$ cat src/design/tick_task_scheduler_macros.svh
// Assertion macros used by the scheduler datapath.
`ifndef TICK_TASK_SCHEDULER_MACROS_SVH
`define TICK_TASK_SCHEDULER_MACROS_SVH
`ifndef SYNTHESIS
`define TTS_ASSERT_IMPLY(label, clk, rst, ante, cons, msg) \
  label: assert property (@(posedge clk) disable iff (rst) (ante) |-> (cons)) else $error(msg);
`define TTS_ASSERT_NEXT(label, clk, rst, ante, cons, msg) \
  label: assert property (@(posedge clk) disable iff (rst) (ante) |=> (cons)) else $error(msg);
`else
`define TTS_ASSERT_IMPLY(label, clk, rst, ante, cons, msg)
`define TTS_ASSERT_NEXT(label, clk, rst, ante, cons, msg)
`endif
`endif

$ cat src/design/tts_pkg.sv
// Shared types and constants of the tick task scheduler.
package tts_pkg;

  localparam int MAX_TASKS_DEF  = 8;
  localparam int TIME_WIDTH_DEF = 16;

  localparam int SLOT_W   = 4;
  localparam int TAG_W    = 8;
  localparam int FTIME_W  = 16;
  localparam int SEL_W    = 3;
  localparam int PEND_W   = 8;
  localparam int MAX_RES  = 8;
  localparam int CNT_W    = 3;

  localparam logic [PEND_W-1:0] PEND_MAX = 8'd255;

  localparam logic [1:0] STATUS_OK    = 2'd0;
  localparam logic [1:0] STATUS_FULL  = 2'd1;
  localparam logic [1:0] STATUS_EMPTY = 2'd2;

  typedef enum logic [1:0] {
    OP_TICK     = 2'd0,
    OP_ADD      = 2'd1,
    OP_DELETE   = 2'd2,
    OP_DISPATCH = 2'd3
  } op_t;

  typedef enum logic [1:0] {
    ST_IDLE,
    ST_SCAN,
    ST_DEL
  } state_t;

  typedef enum logic [1:0] {
    RES_ADD,
    RES_FULL,
    RES_DEL,
    RES_RUN
  } res_kind_t;

  typedef struct packed {
    logic      load;
    logic      advance;
    logic      wr_tick;
    logic      wr_add;
    logic      wr_disp;
    logic      del_exec;
    logic      push;
    res_kind_t res_kind;
    logic      res_last;
  } ctrl_cmd_t;

  typedef struct packed {
    op_t  op;
    logic at_end;
    logic cur_valid;
    logic cur_runnable;
    logic more_runnable;
    logic cnt_last;
    logic out_free;
  } dp_status_t;

endpackage

$ cat src/design/tts_datapath.sv
// Slot table, scan pointer, request registers and result register.
`include "tick_task_scheduler_macros.svh"

module tts_datapath #(
  parameter int MAX_TASKS  = tts_pkg::MAX_TASKS_DEF,
  parameter int TIME_WIDTH = tts_pkg::TIME_WIDTH_DEF
) (
  input  logic                          clk,
  input  logic                          rst,
  input  logic [1:0]                    op,
  input  logic [tts_pkg::TAG_W-1:0]     task_tag,
  input  logic [tts_pkg::FTIME_W-1:0]   start_delay,
  input  logic [tts_pkg::FTIME_W-1:0]   repeat_period,
  input  logic [tts_pkg::SEL_W-1:0]     slot_select,
  input  tts_pkg::ctrl_cmd_t            cmd,
  output tts_pkg::dp_status_t           stat,
  output logic                          out_valid,
  input  logic                          out_ready,
  output logic [tts_pkg::SLOT_W-1:0]    slot_index,
  output logic [tts_pkg::TAG_W-1:0]     run_tag,
  output logic                          run_valid,
  output logic [1:0]                    status,
  output logic                          error_seen,
  output logic                          last
);
  import tts_pkg::*;

  localparam int IDX_W = (MAX_TASKS > 1) ? $clog2(MAX_TASKS) : 1;

  typedef struct packed {
    logic [TAG_W-1:0]      tag;
    logic [TIME_WIDTH-1:0] delay;
    logic [TIME_WIDTH-1:0] period;
    logic [PEND_W-1:0]     pending;
  } entry_t;

  entry_t                mem [MAX_TASKS];
  entry_t                rd_data;
  entry_t                wr_data;
  entry_t                tick_entry;
  entry_t                disp_entry;
  logic                  wr_en;
  logic [IDX_W-1:0]      rd_addr;

  op_t                   op_q;
  logic [TAG_W-1:0]      tag_q;
  logic [TIME_WIDTH-1:0] delay_q;
  logic [TIME_WIDTH-1:0] period_q;
  logic [SEL_W-1:0]      sel_q;
  logic [IDX_W-1:0]      ptr;
  logic [CNT_W-1:0]      cnt;
  logic [MAX_TASKS-1:0]  slot_valid;
  logic [MAX_TASKS-1:0]  runnable;
  logic [MAX_TASKS-1:0]  above;
  logic                  delete_error;

  logic [IDX_W-1:0]      del_idx;
  logic                  del_in_range;
  logic                  del_empty;

  // Read port: slot 0 on load, next slot on advance, same slot again on a stall.
  always_comb begin
    if (cmd.load) begin
      rd_addr = '0;
    end else if (cmd.advance) begin
      rd_addr = ptr + 1'b1;
    end else begin
      rd_addr = ptr;
    end
  end

  always_comb begin
    tick_entry = rd_data;
    if (rd_data.delay == '0) begin
      if (rd_data.pending != PEND_MAX) begin
        tick_entry.pending = rd_data.pending + 1'b1;
      end
      if (rd_data.period != '0) begin
        tick_entry.delay = rd_data.period;
      end
    end else begin
      tick_entry.delay = rd_data.delay - 1'b1;
    end
    disp_entry         = rd_data;
    disp_entry.pending = rd_data.pending - 1'b1;
  end

  always_comb begin
    wr_en = cmd.wr_tick | cmd.wr_add | cmd.wr_disp;
    if (cmd.wr_add) begin
      wr_data = '{tag: tag_q, delay: delay_q, period: period_q, pending: '0};
    end else if (cmd.wr_disp) begin
      wr_data = disp_entry;
    end else begin
      wr_data = tick_entry;
    end
  end

  always_ff @(posedge clk) begin
    rd_data <= mem[rd_addr];
    if (wr_en) begin
      mem[ptr] <= wr_data;
    end
  end

  always_comb begin
    del_idx      = IDX_W'(sel_q);
    del_in_range = int'(sel_q) < MAX_TASKS;
    del_empty    = !del_in_range || !slot_valid[del_idx];
  end

  always_comb begin
    for (int i = 0; i < MAX_TASKS; i++) begin
      above[i] = i > int'(ptr);
    end
  end

  always_comb begin
    stat.op            = op_q;
    stat.at_end        = ptr == IDX_W'(MAX_TASKS - 1);
    stat.cur_valid     = slot_valid[ptr];
    stat.cur_runnable  = runnable[ptr];
    stat.more_runnable = |(runnable & above);
    stat.cnt_last      = cnt == CNT_W'(MAX_RES - 1);
    stat.out_free      = !out_valid || out_ready;
  end

  // Latch the request and position the scan.
  always_ff @(posedge clk) begin
    if (cmd.load) begin
      op_q     <= op_t'(op);
      tag_q    <= task_tag;
      delay_q  <= TIME_WIDTH'(start_delay);
      period_q <= TIME_WIDTH'(repeat_period);
      sel_q    <= slot_select;
      ptr      <= '0;
      cnt      <= '0;
    end else begin
      if (cmd.advance) begin
        ptr <= ptr + 1'b1;
      end
      if (cmd.wr_disp) begin
        cnt <= cnt + 1'b1;
      end
    end
  end

  always_ff @(posedge clk) begin
    if (rst) begin
      slot_valid   <= '0;
      runnable     <= '0;
      delete_error <= 1'b0;
      out_valid    <= 1'b0;
    end else begin
      if (cmd.wr_tick && rd_data.delay == '0) begin
        runnable[ptr] <= 1'b1;
      end
      if (cmd.wr_add) begin
        slot_valid[ptr] <= 1'b1;
        runnable[ptr]   <= 1'b0;
      end
      if (cmd.wr_disp) begin
        runnable[ptr] <= (rd_data.pending != PEND_W'(1)) && (rd_data.period != '0);
        // drop one-shot task after its run
        if (rd_data.period == '0) begin
          slot_valid[ptr] <= 1'b0;
        end
      end
      if (cmd.del_exec) begin
        if (del_in_range) begin
          slot_valid[del_idx] <= 1'b0;
          runnable[del_idx]   <= 1'b0;
        end
        if (del_empty) begin
          delete_error <= 1'b1;
        end
      end
      if (cmd.push) begin
        out_valid <= 1'b1;
      end else if (out_ready) begin
        out_valid <= 1'b0;
      end
    end
  end

  always_ff @(posedge clk) begin
    if (cmd.push) begin
      case (cmd.res_kind)
        RES_ADD: begin
          slot_index <= SLOT_W'(ptr);
          run_tag    <= '0;
          run_valid  <= 1'b0;
          status     <= STATUS_OK;
          error_seen <= delete_error;
          last       <= 1'b1;
        end
        RES_FULL: begin
          slot_index <= SLOT_W'(MAX_TASKS);
          run_tag    <= '0;
          run_valid  <= 1'b0;
          status     <= STATUS_FULL;
          error_seen <= delete_error;
          last       <= 1'b1;
        end
        RES_DEL: begin
          slot_index <= SLOT_W'(sel_q);
          run_tag    <= '0;
          run_valid  <= 1'b0;
          status     <= del_empty ? STATUS_EMPTY : STATUS_OK;
          error_seen <= delete_error | del_empty;
          last       <= 1'b1;
        end
        RES_RUN: begin
          slot_index <= SLOT_W'(ptr);
          run_tag    <= rd_data.tag;
          run_valid  <= 1'b1;
          status     <= STATUS_OK;
          error_seen <= delete_error;
          last       <= cmd.res_last;
        end
        default: begin
          slot_index <= '0;
          run_tag    <= '0;
          run_valid  <= 1'b0;
          status     <= STATUS_OK;
          error_seen <= delete_error;
          last       <= 1'b1;
        end
      endcase
    end
  end

  `TTS_ASSERT_IMPLY(a_push_free, clk, rst, cmd.push, stat.out_free, "result pushed while output busy")
  `TTS_ASSERT_IMPLY(a_add_free_slot, clk, rst, cmd.wr_add, !slot_valid[ptr], "add overwrote a live slot")
  `TTS_ASSERT_IMPLY(a_runnable_valid, clk, rst, 1'b1, (runnable & ~slot_valid) == '0, "empty slot marked pending")
  `TTS_ASSERT_NEXT(a_del_clears, clk, rst, cmd.del_exec && del_in_range, !slot_valid[$past(del_idx)], "deleted slot still valid")

endmodule

$ cat src/design/tts_controller.sv
// Sequencer that walks the slot table for each tick, add or dispatch request.
module tts_controller (
  input  logic                 clk,
  input  logic                 rst,
  input  logic                 in_valid,
  output logic                 in_ready,
  input  tts_pkg::op_t         in_op,
  input  tts_pkg::dp_status_t  stat,
  output tts_pkg::ctrl_cmd_t   cmd
);
  import tts_pkg::*;

  state_t state;
  state_t state_next;

  always_ff @(posedge clk) begin
    if (rst) begin
      state <= ST_IDLE;
    end else begin
      state <= state_next;
    end
  end

  always_comb begin
    state_next   = state;
    in_ready     = 1'b0;
    cmd          = '0;
    cmd.res_kind = RES_ADD;
    case (state)
      ST_IDLE: begin
        in_ready = 1'b1;
        if (in_valid) begin
          cmd.load   = 1'b1;
          state_next = (in_op == OP_DELETE) ? ST_DEL : ST_SCAN;
        end
      end
      ST_DEL: begin
        if (stat.out_free) begin
          cmd.del_exec = 1'b1;
          cmd.push     = 1'b1;
          cmd.res_kind = RES_DEL;
          cmd.res_last = 1'b1;
          state_next   = ST_IDLE;
        end
      end
      ST_SCAN: begin
        case (stat.op)
          OP_TICK: begin
            cmd.wr_tick = stat.cur_valid;
            if (stat.at_end) begin
              state_next = ST_IDLE;
            end else begin
              cmd.advance = 1'b1;
            end
          end
          OP_ADD: begin
            if (!stat.cur_valid) begin
              // hold on this slot until the result register frees
              if (stat.out_free) begin
                cmd.wr_add   = 1'b1;
                cmd.push     = 1'b1;
                cmd.res_kind = RES_ADD;
                cmd.res_last = 1'b1;
                state_next   = ST_IDLE;
              end
            end else if (stat.at_end) begin
              if (stat.out_free) begin
                cmd.push     = 1'b1;
                cmd.res_kind = RES_FULL;
                cmd.res_last = 1'b1;
                state_next   = ST_IDLE;
              end
            end else begin
              cmd.advance = 1'b1;
            end
          end
          OP_DISPATCH: begin
            if (stat.cur_runnable) begin
              if (stat.out_free) begin
                cmd.wr_disp  = 1'b1;
                cmd.push     = 1'b1;
                cmd.res_kind = RES_RUN;
                cmd.res_last = stat.cnt_last || !stat.more_runnable;
                if (cmd.res_last || stat.at_end) begin
                  state_next = ST_IDLE;
                end else begin
                  cmd.advance = 1'b1;
                end
              end
            end else if (stat.at_end) begin
              state_next = ST_IDLE;
            end else begin
              cmd.advance = 1'b1;
            end
          end
          default: begin
            state_next = ST_IDLE;
          end
        endcase
      end
      default: begin
        state_next = ST_IDLE;
      end
    endcase
  end

endmodule

$ cat src/design/tick_task_scheduler.sv
// Tick task scheduler: tick, add, delete and dispatch over a slot table.
// Delete is not scanned: its result is registered once the result register is free. Tick, add
// and dispatch walk the slot memory one slot per cycle, add and dispatch stalling while the
// result register is full; a new request is taken only when the last one is done.
// Reset (rst, synchronous): all slots empty, error flag clear, no result waiting.
module tick_task_scheduler #(
  parameter int MAX_TASKS  = tts_pkg::MAX_TASKS_DEF,
  parameter int TIME_WIDTH = tts_pkg::TIME_WIDTH_DEF
) (
  input  logic                          clk,
  input  logic                          rst,
  input  logic                          in_valid,
  output logic                          in_ready,
  input  logic [1:0]                    op,
  input  logic [tts_pkg::TAG_W-1:0]     task_tag,
  input  logic [tts_pkg::FTIME_W-1:0]   start_delay,
  input  logic [tts_pkg::FTIME_W-1:0]   repeat_period,
  input  logic [tts_pkg::SEL_W-1:0]     slot_select,
  output logic                          out_valid,
  input  logic                          out_ready,
  output logic [tts_pkg::SLOT_W-1:0]    slot_index,
  output logic [tts_pkg::TAG_W-1:0]     run_tag,
  output logic                          run_valid,
  output logic [1:0]                    status,
  output logic                          error_seen,
  output logic                          last
);
  import tts_pkg::*;

  ctrl_cmd_t  cmd;
  dp_status_t stat;

  tts_controller u_ctrl (
    .clk      (clk),
    .rst      (rst),
    .in_valid (in_valid),
    .in_ready (in_ready),
    .in_op    (op_t'(op)),
    .stat     (stat),
    .cmd      (cmd)
  );

  tts_datapath #(
    .MAX_TASKS  (MAX_TASKS),
    .TIME_WIDTH (TIME_WIDTH)
  ) u_dp (
    .clk           (clk),
    .rst           (rst),
    .op            (op),
    .task_tag      (task_tag),
    .start_delay   (start_delay),
    .repeat_period (repeat_period),
    .slot_select   (slot_select),
    .cmd           (cmd),
    .stat          (stat),
    .out_valid     (out_valid),
    .out_ready     (out_ready),
    .slot_index    (slot_index),
    .run_tag       (run_tag),
    .run_valid     (run_valid),
    .status        (status),
    .error_seen    (error_seen),
    .last          (last)
  );

endmodule

$ cat config.mk
export PLATFORM = sky130hd
export DESIGN_NAME = tick_task_scheduler
export DESIGN_NICKNAME = d
export VERILOG_FILES = /design/src/design/tts_pkg.sv /design/src/design/tts_datapath.sv /design/src/design/tts_controller.sv /design/src/design/tick_task_scheduler.sv
export VERILOG_INCLUDE_DIRS = /design/src /design/src/design
export SDC_FILE = /design/constraint.sdc
export NUM_CORES = 1
export LEC_CHECK = 0
export ABC_AREA = 1
export BUFFER_PORTS_ARGS = -buffer_cell sky130_fd_sc_hd__buf_2
export CAP_MARGIN = 10
export CORE_ASPECT_RATIO = 0.5
export CORE_MARGIN = 4
export CORE_UTILIZATION = 55
export CTS_CLUSTER_SIZE = 28
export DETAILED_ROUTE_END_ITERATION = 6
export PLACE_DENSITY = 0.72
export SYNTH_ARGS = -nofsm -noshare
export SYNTH_HDL_FRONTEND = slang
export SYNTH_SLANG_ARGS = --single-unit
export TNS_END_PERCENT = 30
$ cat constraint.sdc
create_clock -name clk -period 5.7 [get_ports clk]
set_input_delay 0.57 -clock clk [delete_from_list [all_inputs] [get_ports clk]]
set_output_delay 0.57 -clock clk [all_outputs]
set_load 0.02 [all_outputs]
Yosys cells after proc, flatten, opt, wreduce, memory -nomap -nowiden

Memory sizes are Yosys's and may differ from the RTL's. A register that Yosys moved wholly into a read port is not among the register bits.
Cells that the tools add are included.

Bits in writable memories: 384
Output and inout port bits: 19
Bits in registers: 88
Memories kept: 1

Memories:

| memory   | words | bits a word | read ports | clocked after memory_dff | write ports | line               | text |
|---|---|---|---|---|---|---|---|
| u_dp.mem | 8     | 48          | 1          | 1                        | 1           | tts_datapath.sv:37 | `entry_t mem [MAX_TASKS];` |

$lt $le $gt $ge: 11
Reduce and logical (&&, ||, !) cells: 23
Equal/unequal tests: 16
Multiplexer cells: 80
Add/sub/neg operators: 5
Bitwise operators: 13

Operators with widths:

| cell                                                                     | count |
|---|---|
| 8-bit 2-to-1 mux                                                         | 15 |
| 48-bit 2-to-1 mux                                                        | 1 |
| 8-bit AND                                                                | 5 |
| 40-bit 2-to-1 mux                                                        | 1 |
| 16-bit logical NOT                                                       | 2 |
| 16-bit 2-to-1 mux                                                        | 2 |
| 4-bit 2-to-1 mux                                                         | 7 |
| 1-bit 2-to-1 mux                                                         | 24 |
| 2-bit 2-to-1 mux                                                         | 10 |
| 2-bit one-hot mux with 3 select lines                                    | 3 |
| 8-bit NOT                                                                | 2 |
| 8-bit bitwise OR                                                         | 2 |
| 4-bit one-hot mux with 2 select lines                                    | 2 |
| 8-bit one-hot mux with 2 select lines                                    | 1 |
| 16-bit nonzero test                                                      | 1 |
| 16-bit by 1-bit subtractor with 16-bit output (second input constant)    | 1 |
| 3-bit greater-than comparator (first input constant)                     | 4 |
| 4-bit one-hot mux with 3 select lines                                    | 1 |
| 2-bit equality test (second input constant)                              | 5 |
| 1-bit binary-select mux with 3-bit select                                | 3 |
| 8-bit by 1-bit adder with 8-bit output (second input constant)           | 1 |
| 8-bit bitwise mux                                                        | 1 |
| 3-bit by 4-bit < comparator with 1-bit output (second input constant)    | 2 |
| 4-bit by 3-bit inequality test with 1-bit output (second input constant) | 2 |
| 28 further kinds                                                         | 50 |

Longest topological paths before layout

Gate-level depths: netlist (run 1).

Depth after elaboration: 22
Depth in mapped cells: 22
Gate-level depth less buffers: 19

By module

A second synthesis (run 1) with hierarchy kept.

Cell total of the unflattened synthesis: 2165
Area total of the unflattened synthesis: 21918.5 sq um

Modules (own cells, without submodules):

| module         | instances | seq. area each (sq um) | cells an instance | area each (sq um) |
|---|---|---|---|---|
| tts_datapath   | 1         | 14804.2                | 2078              | 21459.3 |
| tts_controller | 1         | 40.0                   | 87                | 459.2 |

Worst setup path before layout (run 1)

Ideal clock, no wire load.

Path type: flip-flop to flip-flop
From: register u_dp.ptr[1]
To: memory u_dp.mem[0][0] in the netlist's numbering, enable pin
Data required time: 5.247 ns
Setup slack: 1.490 ns
Period minus slack after synthesis: 4.210 ns
Arrival time: 3.757 ns
Cell stages (with the launch flop): 12
Setup time: 0.453 ns
Cell sequence: dfxtp_1 -> buf_2 -> inv_2 -> nand3_1 -> o22ai_1 -> nor3_1 -> nand2_1 -> nor3_1 -> nor2_1 -> inv_1 -> nor2_2 -> nor2_1

Longest elaborated chain between the ends: 9
Elaborated cells on any way between the ends: 14
Classes of those cells: 12 x mux; 2 x bitwise

RTL lines:

| item                                      | line                 | text |
|---|---|---|
| from (decl)                               | tts_datapath.sv:50   | `logic [IDX_W-1:0] ptr;` |
| from (signal assigned)                    | tts_datapath.sv:140  | `ptr <= ptr + 1'b1;` |
| 1-bit binary-select mux with 3-bit select | tts_datapath.sv:121  | `stat.cur_valid = slot_valid[ptr];` |
| 1-bit 2-to-1 mux (implied by the code)    | tts_datapath.sv:121  |  |
| 1-bit 2-to-1 mux                          | tts_controller.sv:57 | `if (!stat.cur_valid) begin` |
| 1-bit 2-to-1 mux                          | tts_controller.sv:47 | `case (stat.op)` |
| 4-bit 2-to-1 mux                          | tts_controller.sv:29 | `case (state)` |
| 1-bit bitwise OR (2 in series)            | tts_datapath.sv:89   | `wr_en = cmd.wr_tick \| cmd.wr_add \| cmd.wr_disp;` |
| 1-bit 2-to-1 mux                          | tts_datapath.sv:101  | `if (wr_en) begin` |
| 1-bit 2-to-1 mux (implied by the code)    | tts_datapath.sv:102  | `mem[ptr] <= wr_data;` |
| to (decl)                                 | tts_datapath.sv:37   |  |

Several ways; a longest one is shown, not always the timed one. The select of a mux whose other input is x is not followed.

==> results of run 1 <==
==> state kept, by name, summed over array words and instances (netlist names) <==
register,cells
u_dp.error_seen,1
u_dp.ptr,3
u_dp.cnt,3
u_dp.mem,384
u_dp.run_tag,8
u_dp.disp_entry,40
u_dp.slot_index,3
u_dp.del_idx,3
u_dp.last,1
u_dp.tag_q,8
u_dp.out_valid,1
u_dp.status,2
u_dp.slot_valid,8
u_dp.op_q,2
u_dp.run_valid,1
u_dp.period_q,16
u_ctrl.state,2
u_dp.delay_q,16
u_dp.rd_data,8
u_dp.delete_error,1
u_dp.runnable,8
==> synth_stat cells (25+ instances only) <==
| cell type | count |
|---|---|
| nand4_1 | 197 |
| a21oi_1 | 25 |
| clkbuf_1 | 44 |
| inv_1 | 477 |
| edfxtp_1 | 445 |
| buf_2 | 81 |
| nor2_1 | 77 |
| nand3_1 | 231 |
| o21ai_0 | 62 |
| nand2_1 | 598 |
| dfxtp_1 | 74 |
==> where the power goes <==
| group | internal, µW | switching (µW) |
|---|---|---|
| Sequential | 4690 | 194 |
| Combinational | 439 | 1320 |
| Clock | 1660 | 1360 |
| Total | 6790 | 2870 |
==> final timing paths <==
check / from / to / slack [ps] / depth (start not counted)
max: u_dp.ptr[0] / u_dp.mem[2][36] / 1400 / 10
min: start_delay[15] / u_dp.delay_q[15] / 170 / 1
max reg2reg: u_dp.ptr[0] / u_dp.mem[2][36] / 1400 / 10
min reg2reg: u_dp.delete_error / u_dp.delete_error / 460 / 2
==> layer usage <==
metal,up-vias,track usage
met4,0,0.0832
met3,122,0.0431
met2,788,0.393
li1,8174,-
met1,8098,0.344
met5,-,0
==> area by class of cell <==
class | instances | area (µm²)
fillers | 3425 | 16300
flip-flops and latches | 519 | 14800
multi-input cells | 1316 | 6490
inverters | 485 | 1820
clock buffers | 58 | 1230
well taps | 577 | 722
repair buffers | 97 | 661
clock inverters | 25 | 201
==> cell families after synthesis <==
kind of cell    after synthesis  share of synthesized area
compound gates              147                     0.0373
buf+inv                     623                      0.105
simple gates               1144                      0.220
fa+ha+maj                    16                    0.00845
flops                       519                      0.626
xor+xnor                      9                    0.00333
==> per-stage QoR <==
| step | std cells | util |
|---|---|---|
| floorplan | 2458 | - |
| global placement | 2994 | 0.581 |
| detailed placement | 2994 | 0.581 |
| CTS | 3077 | 0.615 |
| global route | 3077 | 0.615 |
| finish | 3077 | 0.615 |
==> critical path, stage by stage (launching register included) <==
cell and delay, ps:
dfxtp_1 770, inv_2 240, nand3_1 290, o22ai_1 110, nor3_1 250, nand2_1 190, nor3_2 310, buf_4 430
inv_1 380, buf_4 360, a31oi_1 660
==> results.sh, run 1 <==
export IMPL_synth_cell_types=45
export IMPL_drc=0
export IMPL_hold_worst_slack_ps=168
export IMPL_ys_top_cells_by_area="edfxtp_1 56%, nand2_1 9.5%, inv_1 7.6%"
export IMPL_status="finished clean"
export IMPL_clock_latency_ps=580
export IMPL_die_w_um=302
export IMPL_synthCells=2458
export IMPL_synth_edf_count=445
export IMPL_p_leak_uw=0.0112
export IMPL_grt_max_degree=157
export IMPL_syn_area_per_cell_um2=9.64
export IMPL_first_iter_violations=2090
export IMPL_cts_tree="built"
export IMPL_required_ps=5970
export IMPL_fin_ws_ps=1400
export IMPL_grt_pass1_wl_um=89700
export IMPL_arrival_ps=4570
export IMPL_grt_pass1_vias=16300
export IMPL_n_antenna_cell=0
export IMPL_place_congestion=0.926
export IMPL_mappedNetlistNets=2523
export IMPL_hold_path_class="in -> reg"
export IMPL_via_count=17200
export IMPL_rows=53
export IMPL_mappedNetlistArea_mm2=0.0237
export IMPL_dr_max_layer_used="met4"
export IMPL_drv_slew=0
export IMPL_post_cts_resized=0
export IMPL_synth_seq_area_share=0.626
export IMPL_io_pins=68
export IMPL_cts_hold_buf=0
export IMPL_wl_met2_um=26100
export IMPL_design_area_mm2=0.0260
export IMPL_synth_seq_cells=519
export IMPL_cts_reportedPaths_clkPinSlew_ps=70
export IMPL_critical_path_class="reg -> reg"
export IMPL_wl_met1_um=24700
export IMPL_yosys_warnings=0
export IMPL_routed_wl_met3_um=5170
export IMPL_post_cts_setup_buffers=0
export IMPL_cap_violations=0
export IMPL_hpwlAfterDp_um=31500
export IMPL_track_usage=0.246
export IMPL_gr_total_overflow=0
export IMPL_startpoint_type="flip-flop"
export IMPL_fp_dieH_um=155
export IMPL_synth_largest_area_cell="edfxtp_1"
export IMPL_fmax_mhz=233
export IMPL_yosysTopAreaCellShare=0.564
export IMPL_rsz0062_at_grt="false"
export IMPL_die_area_mm2=0.0467
export IMPL_period_minus_slack_ps=4300
export IMPL_wire_per_inst_um=18.7
export IMPL_h_tree_depth=2
export IMPL_cp_end_kind="flip-flop"
export IMPL_dpl_cell_area_mm2=0.0245
export IMPL_vdd_drop_max_mv=0.219
export IMPL_initial_core_util=0.561
export IMPL_via_per_inst=5.58
export IMPL_ant_nets=0
export IMPL_cts_root_buf="clkbuf_16"
export IMPL_fin_nets=2529
export IMPL_worst_pin_slew_ps=1110
export IMPL_ys_flop_type="edfxtp_1"
export IMPL_core_area_mm2=0.0422
export IMPL_syn_to_final_growth_pct=9.55
export IMPL_async_flop_share=0
export IMPL_most_common_layout_cells="597 x nand2_1, 475 x inv_1, 445 x edfxtp_1"
export IMPL_drt_wl_total_um=57500
export IMPL_drt_pass1_iterations=6
export IMPL_fin_skew_ps=17.0
export IMPL_power_density_mw_per_mm2=372
export IMPL_setup_violations=0
export IMPL_drive_above_1_share=0.0804
export IMPL_path_max_fanout=39
export IMPL_setup_tns_ps=0
export IMPL_antenna_found_initial=0
export IMPL_max_slew_margin=0.262
export IMPL_dp_worst_setup_slack_ps=1530
export IMPL_cts_buffers=45
export IMPL_power_uw=9660
export IMPL_hold_viol=0
export IMPL_port_buffers=67
export IMPL_layout_commonest_cell="nand2_1"
export IMPL_clock_sinks=519
export IMPL_period_share=0.754
export IMPL_cts_buffer_depth=3
(Power assumes the default switching activity.)
==> run 2, diff against run 1 <==
--- a/config.mk
+++ b/config.mk
@@ -6,7 +6,7 @@
 export SDC_FILE = /design/constraint.sdc
 export NUM_CORES = 1
 export LEC_CHECK = 0
-export ABC_AREA = 1
+export ABC_AREA = 0
 export BUFFER_PORTS_ARGS = -buffer_cell sky130_fd_sc_hd__buf_2
 export CAP_MARGIN = 10
 export CORE_ASPECT_RATIO = 0.5
@@ -14,7 +14,7 @@
 export CORE_UTILIZATION = 55
 export CTS_CLUSTER_SIZE = 28
 export DETAILED_ROUTE_END_ITERATION = 6
-export PLACE_DENSITY = 0.72
+export PLACE_DENSITY = 0.75
 export SYNTH_ARGS = -nofsm -noshare
 export SYNTH_HDL_FRONTEND = slang
 export SYNTH_SLANG_ARGS = --single-unit
==> constraint.sdc (replaced) <==
create_clock -name clk -period 3.55 [get_ports clk]
set_input_delay 0.355 -clock clk [delete_from_list [all_inputs] [get_ports clk]]
set_output_delay 0.355 -clock clk [all_outputs]
set_load 0.02 [all_outputs]
==> run 2 against run 1 <==
  * Count of clock-buffer cells in the layout grew 7
  * Global-route usage is 0.45 points lower
  * Die area decreased by 11%
  * Synthesized area shrank 12%
  * Wire length decreased by 11%
  * Final cell count down 27%
  * Sequential cell count unchanged
  * Critical path type unchanged
  * Critical endpoint is now u_dp.disp_entry[41]
  * Highest routed layer unchanged
==> results.sh, run 2 <==
export IMPL_hold_worst_slack_ps=152
export IMPL_cp_slowest_cell="clkinv_1"
export IMPL_fin_skew_ps=24.4
export IMPL_fin_nets=1768
export IMPL_via_per_inst=6.13
export IMPL_place_congestion=0.876
export IMPL_h_tree_depth=2
export IMPL_yosysMostFrequentCell="edfxtp_1"
export IMPL_via_count=13700
export IMPL_synth_largest_area_cell="edfxtp_1"
export IMPL_setup_violations=0
export IMPL_post_cts_setup_buffers=0
export IMPL_regMostFlops="u_dp.mem"
export IMPL_max_slew_margin=0.358
export IMPL_max_stage_delay_ps=500
export IMPL_grt_max_degree=97
export IMPL_cp_end_kind="flip-flop"
export IMPL_regArea_mm2=0.0148
export IMPL_die_area_mm2=0.0414
export IMPL_clock_sinks=519
export IMPL_synth_seq_area_share=0.709
export IMPL_crit_chain="inv_1 > ha_1 > or4b_1 > o221ai_1 > o41ai_4 > o311ai_4 > buf_12 > xnor2_4 > nand2_2 > clkinv_1 > buf_4 > nand2_1 > a211oi_2"
export IMPL_mappedNetlistNets=1637
export IMPL_syn_area_per_cell_um2=13.3
export IMPL_cap_violations=0
export IMPL_period_share=0.952
export IMPL_most_common_layout_cells="445 x edfxtp_1, 350 x nand2_1, 85 x nor2_1, 85 x a21oi_1, 74 x dfxtp_1"
export IMPL_arrival_ps=3830
export IMPL_yosys_warnings=0
export IMPL_grt_pass1_wl_um=78200
export IMPL_yosysTopAreaCellShare=0.638
export IMPL_ant_nets=0
export IMPL_initial_core_util=0.558
export IMPL_port_buffers=67
export IMPL_ys_flop_type="edfxtp_1"
export IMPL_wire_per_inst_um=22.8
export IMPL_fp_dieH_um=146
export IMPL_hold_viol=0
export IMPL_period_minus_slack_ps=3380
export IMPL_cts_buffer_depth=3
export IMPL_first_iter_violations=1745
export IMPL_drt_wl_total_um=50900
export IMPL_drive_above_1_share=0.147
export IMPL_startpoint_type="flip-flop"
export IMPL_clock_latency_ps=580
export IMPL_io_pins=68
export IMPL_rows=50
export IMPL_die_w_um=284
export IMPL_n_antenna_cell=0
export IMPL_dp_worst_setup_slack_ps=172
export IMPL_crit_buf_inv=4
export IMPL_track_usage=0.241
export IMPL_synthCells=1572
export IMPL_fin_ws_ps=170
export IMPL_status="finished clean"
export IMPL_path_max_fanout=12
export IMPL_core_area_mm2=0.0375
export IMPL_cts_root_buf="clkbuf_16"
export IMPL_hold_path_class="in -> reg"
export IMPL_p_leak_uw=0.00875
export IMPL_utilization=0.649
export IMPL_antenna_found_initial=1
export IMPL_synth_seq_cells=519
export IMPL_syn_to_final_growth_pct=16.2
export IMPL_largest_register_ffs=384
export IMPL_multi_input_area_mm2=0.00576
export IMPL_drv_slew=0
export IMPL_num_fill_cells=2545
export IMPL_synth_edf_count=445
export IMPL_fmax_mhz=296
export IMPL_drt_pass1_iterations=5
export IMPL_worst_pin_slew_ps=954
export IMPL_hpwlAfterDp_um=29100
export IMPL_setup_tns_ps=0
export IMPL_cts_buffers=44
export IMPL_layout_commonest_cell="edfxtp_1"
export IMPL_crit_family="buffers and inverters"
export IMPL_synth_cell_types=63
export IMPL_finalNonFillerCells=2232
export IMPL_ys_top_cells_by_area="edfxtp_1 64%, dfxtp_1 7.1%, nand2_1 6.3%"
export IMPL_mappedNetlistArea_mm2=0.0209
export IMPL_rsz0062_at_grt="true"
export IMPL_synth_commonest_cells="445 x edfxtp_1, 351 x nand2_1, 94 x nor2_1"
export IMPL_async_flop_share=0
export IMPL_required_ps=4000
export IMPL_gr_total_overflow=0
export IMPL_vdd_drop_max_mv=0.365
export IMPL_power_density_mw_per_mm2=594
export IMPL_critical_path_class="reg -> reg"
export IMPL_grt_pass1_vias=13700
export IMPL_place_inst=2106
export IMPL_cts_tree="built"
export IMPL_drc=0
export IMPL_cts_reportedPaths_clkPinSlew_ps=70
[run 2: cell types whose count changed in the layout (fill, tap and decap cells not counted), sizes merged, moves of 12 or more]
cell         delta
o21ai          -47
inv           -461
mux2i          +62
nand2         -252
nand3         -227
a21oi          +61
and3           +50
nand4         -192
nor2           +12
buf            +30
a32o           +48
a211oi         +45
dlygate4sd3    +45
[run 2: where the power goes]
group	internal (µW)	switching [µW]
Combinational	693	1400
Sequential	7210	245
Clock	2720	2170
[run 2: what timing repair did]
item | CTS | global route
endpoints found under the setup margin | 0 | 18
endpoints found under the hold margin | 44 | 1
gates resized for setup | 0 | 4
hold buffers | 44 | 1
[run 2: final timing paths]
path / start / cells after the start / slack (ps) / end
setup / recovery: u_dp.ptr[0] / 13 / 170 / u_dp.disp_entry[41]
hold / removal: rst / 2 / 150 / u_dp.delete_error
setup reg to reg: u_dp.ptr[0] / 13 / 170 / u_dp.disp_entry[41]
hold reg to reg: u_dp.delete_error / 2 / 470 / u_dp.delete_error
[run 2: cells by family (layout without fill, tap and decap cells)]
group           count (synthesis)  in the layout  synth area share
flops                         519            519             0.709
buf+inv                       109            275            0.0235
fa+ha+maj                      16             16           0.00957
xor+xnor                        9              9           0.00502
compound gates                268            268            0.0974
simple gates                  585            585             0.122
mux                            66             66            0.0334
[run 2: area by class of cell]
| type | count | area share |
|---|---|---|
| flip-flops and latches | 519 | 0.610 |
| clock inverters | 16 | 0.00782 |
| repair buffers | 172 | 0.0640 |
| multi-input cells | 944 | 0.237 |
| inverters | 22 | 0.00340 |
| clock buffers | 65 | 0.0522 |
| well taps | 494 | 0.0254 |
[run 2: per-stage QoR]
stage               total power [µW]  instance area, µm²
floorplan                       8850               21000
detailed placement              9560               22400
global placement                9450               22400
finish                         14400               24300
CTS                            14400               24300
global route                   15000               24300
[run 2: routing by layer]
layer | vias up | GRT usage | routed length [µm]
li1 | 6126 | - | -
met1 | 6732 | 0.333 | 20900
met2 | 733 | 0.398 | 24100
met3 | 88 | 0.0466 | 4920
met4 | 0 | 0.0642 | 1000
met5 | - | 0 | 0
==> run 3, diff against run 2 <==
--- a/config.mk
+++ b/config.mk
@@ -15,6 +15,7 @@
 export CTS_CLUSTER_SIZE = 28
 export DETAILED_ROUTE_END_ITERATION = 6
 export PLACE_DENSITY = 0.75
+export RECOVER_POWER = 50
 export SYNTH_ARGS = -nofsm -noshare
 export SYNTH_HDL_FRONTEND = slang
 export SYNTH_SLANG_ARGS = --single-unit
==> run 3 against run 2 <==
  * Highest routed layer is now met5
  * Sequential share of layout area grew 0.13 points
  * Setup slack gained 2.3 ps
  * Critical endpoint is now u_dp.disp_entry[23]
  * Sequential power is essentially flat
  * Clock power is essentially flat
  * Critical path type unchanged
  * Global-route usage is the same
  * Count of clock-buffer cells in the layout is the same
  * Register-to-register slack is essentially flat
==> results.sh, run 3 (synthesized netlist as in run 2, its figures left out) <==
export IMPL_status="finished clean"
export IMPL_cts_reportedPaths_clkPinSlew_ps=70
export IMPL_hpwlAfterDp_um=29100
export IMPL_cts_tree="built"
export IMPL_cap_violations=0
export IMPL_path_max_fanout=26
export IMPL_crit_top_cell="buf_12"
export IMPL_layout_commonest_cell="edfxtp_1"
export IMPL_grt_max_degree=97
export IMPL_vdd_drop_max_mv=0.364
export IMPL_track_usage=0.241
export IMPL_fp_dieH_um=146
export IMPL_die_w_um=284
export IMPL_ant_nets=0
export IMPL_hold_path_class="in -> reg"
export IMPL_rrSetupSlack_ps=170
export IMPL_holdPathStages=2
export IMPL_fin_ws_ps=172
export IMPL_r2r_cells=12
export IMPL_fmax_mhz=296
export IMPL_wire_per_inst_um=22.8
export IMPL_dp_worst_setup_slack_ps=172
export IMPL_largest_register_ffs=384
export IMPL_place_congestion=0.876
export IMPL_rows=50
export IMPL_required_ps=4020
export IMPL_fin_skew_ps=22.5
export IMPL_first_iter_violations=1707
export IMPL_critical_path_class="reg -> reg"
export IMPL_rsz0062_at_grt="true"
export IMPL_p_leak_uw=0.00867
export IMPL_die_area_mm2=0.0414
export IMPL_clock_latency_ps=570
export IMPL_grt_pass1_vias=13700
export IMPL_core_area_mm2=0.0375
export IMPL_arrival_ps=3840
export IMPL_drive_above_1_share=0.132
export IMPL_clock_sinks=519
export IMPL_syn_to_final_growth_pct=15.9
export IMPL_setup_tns_ps=0
export IMPL_place_inst=2106
export IMPL_cp_slowest_cell="or4b_1"
export IMPL_drt_pass1_iterations=5
export IMPL_grt_pass1_wl_um=78200
export IMPL_period_share=0.951
export IMPL_cts_buffers=44
export IMPL_drc=0
export IMPL_initial_core_util=0.558
export IMPL_max_stage_delay_ps=460
export IMPL_crit_chain="inv_1 > ha_1 > or4b_1 > o221ai_1 > o41ai_4 > o311ai_4 > buf_12 > mux2i_1 > nor2_4 > buf_12 > a32o_1 > a211oi_1"
export IMPL_via_per_inst=6.14
export IMPL_drt_wl_total_um=50800
export IMPL_max_slew_margin=0.106
export IMPL_antenna_found_initial=1
export IMPL_cts_buffer_depth=3
export IMPL_io_pins=68
export IMPL_cts_root_buf="clkbuf_16"
export IMPL_drv_slew=0
export IMPL_via_count=13700
export IMPL_setup_violations=0
export IMPL_power_density_mw_per_mm2=595
export IMPL_utilization=0.648
export IMPL_fin_nets=1768
export IMPL_finalNonFillerCells=2232
export IMPL_most_common_layout_cells="445 x edfxtp_1, 350 x nand2_1, 85 x nor2_1, 85 x a21oi_1, 74 x dfxtp_1"
export IMPL_regMostFlops="u_dp.mem"
export IMPL_design_area_mm2=0.0243
export IMPL_startpoint_type="flip-flop"
export IMPL_hold_viol=0
export IMPL_gr_total_overflow=0
export IMPL_n_antenna_cell=0
export IMPL_h_tree_depth=2
export IMPL_dpl_cell_area_mm2=0.0224
export IMPL_port_buffers=67
export IMPL_worst_pin_slew_ps=1340
export IMPL_cp_end_kind="flip-flop"
export IMPL_period_minus_slack_ps=3380
==> run 3: critical path: cells and delay by family (launching register included) <==
| family | cells | cell delay, ps |
|---|---|---|
| muxes | 1 | 330 |
| buffers and inverters | 3 | 570 |
| and+or+nand+nor | 2 | 660 |
| adders and majority gates | 1 | 190 |
| DFF | 1 | 440 |
| AOI/OAI and AO/OA | 5 | 1050 |
==> run 3: worst paths after layout <==
kind / end / startpoint
max: u_dp.disp_entry[23] / u_dp.ptr[0]
max reg2reg: u_dp.disp_entry[23] / u_dp.ptr[0]
min reg2reg: u_dp.delete_error / u_dp.delete_error
min: u_dp.delete_error / rst
==> run 3: routing by layer <==
metal  GRT usage  vias up  wire length (µm)
li1            -     6122                 -
met1       0.333     6787             20800
met2       0.398      701             24100
met3      0.0466       93              4840
met4      0.0642        2              1030
met5           0        -                12
==> run 3: repair_timing <==
action,CTS,global route
hold buffers,44,1
hold endpoints to repair,44,1
setup endpoints to repair,0,18
setup buffers,0,0
resized for setup,0,4
==> run 3: area by class of cell <==
type,instances,area [µm²]
multi-input cells,944,5740
clock inverters,16,190
fillers,2557,13200
repair buffers,172,1520
clock buffers,65,1270
inverters,22,82.6
well taps,494,618
flip-flops and latches,519,14800
==> run 3: report_power, final <==
part	switching, µW	internal, µW
clock network	2170	2720
logic	1390	689
registers	245	7210
total	3800	10600
==> run 3: metrics by stage <==
step / total power [µW] / hold WS [ps]
global placement: 9450 / 441
detailed placement: 9560 / 446
CTS: 14400 / 8.44
floorplan: 8850 / 428
global route: 15000 / 155
finish: 14400 / 154
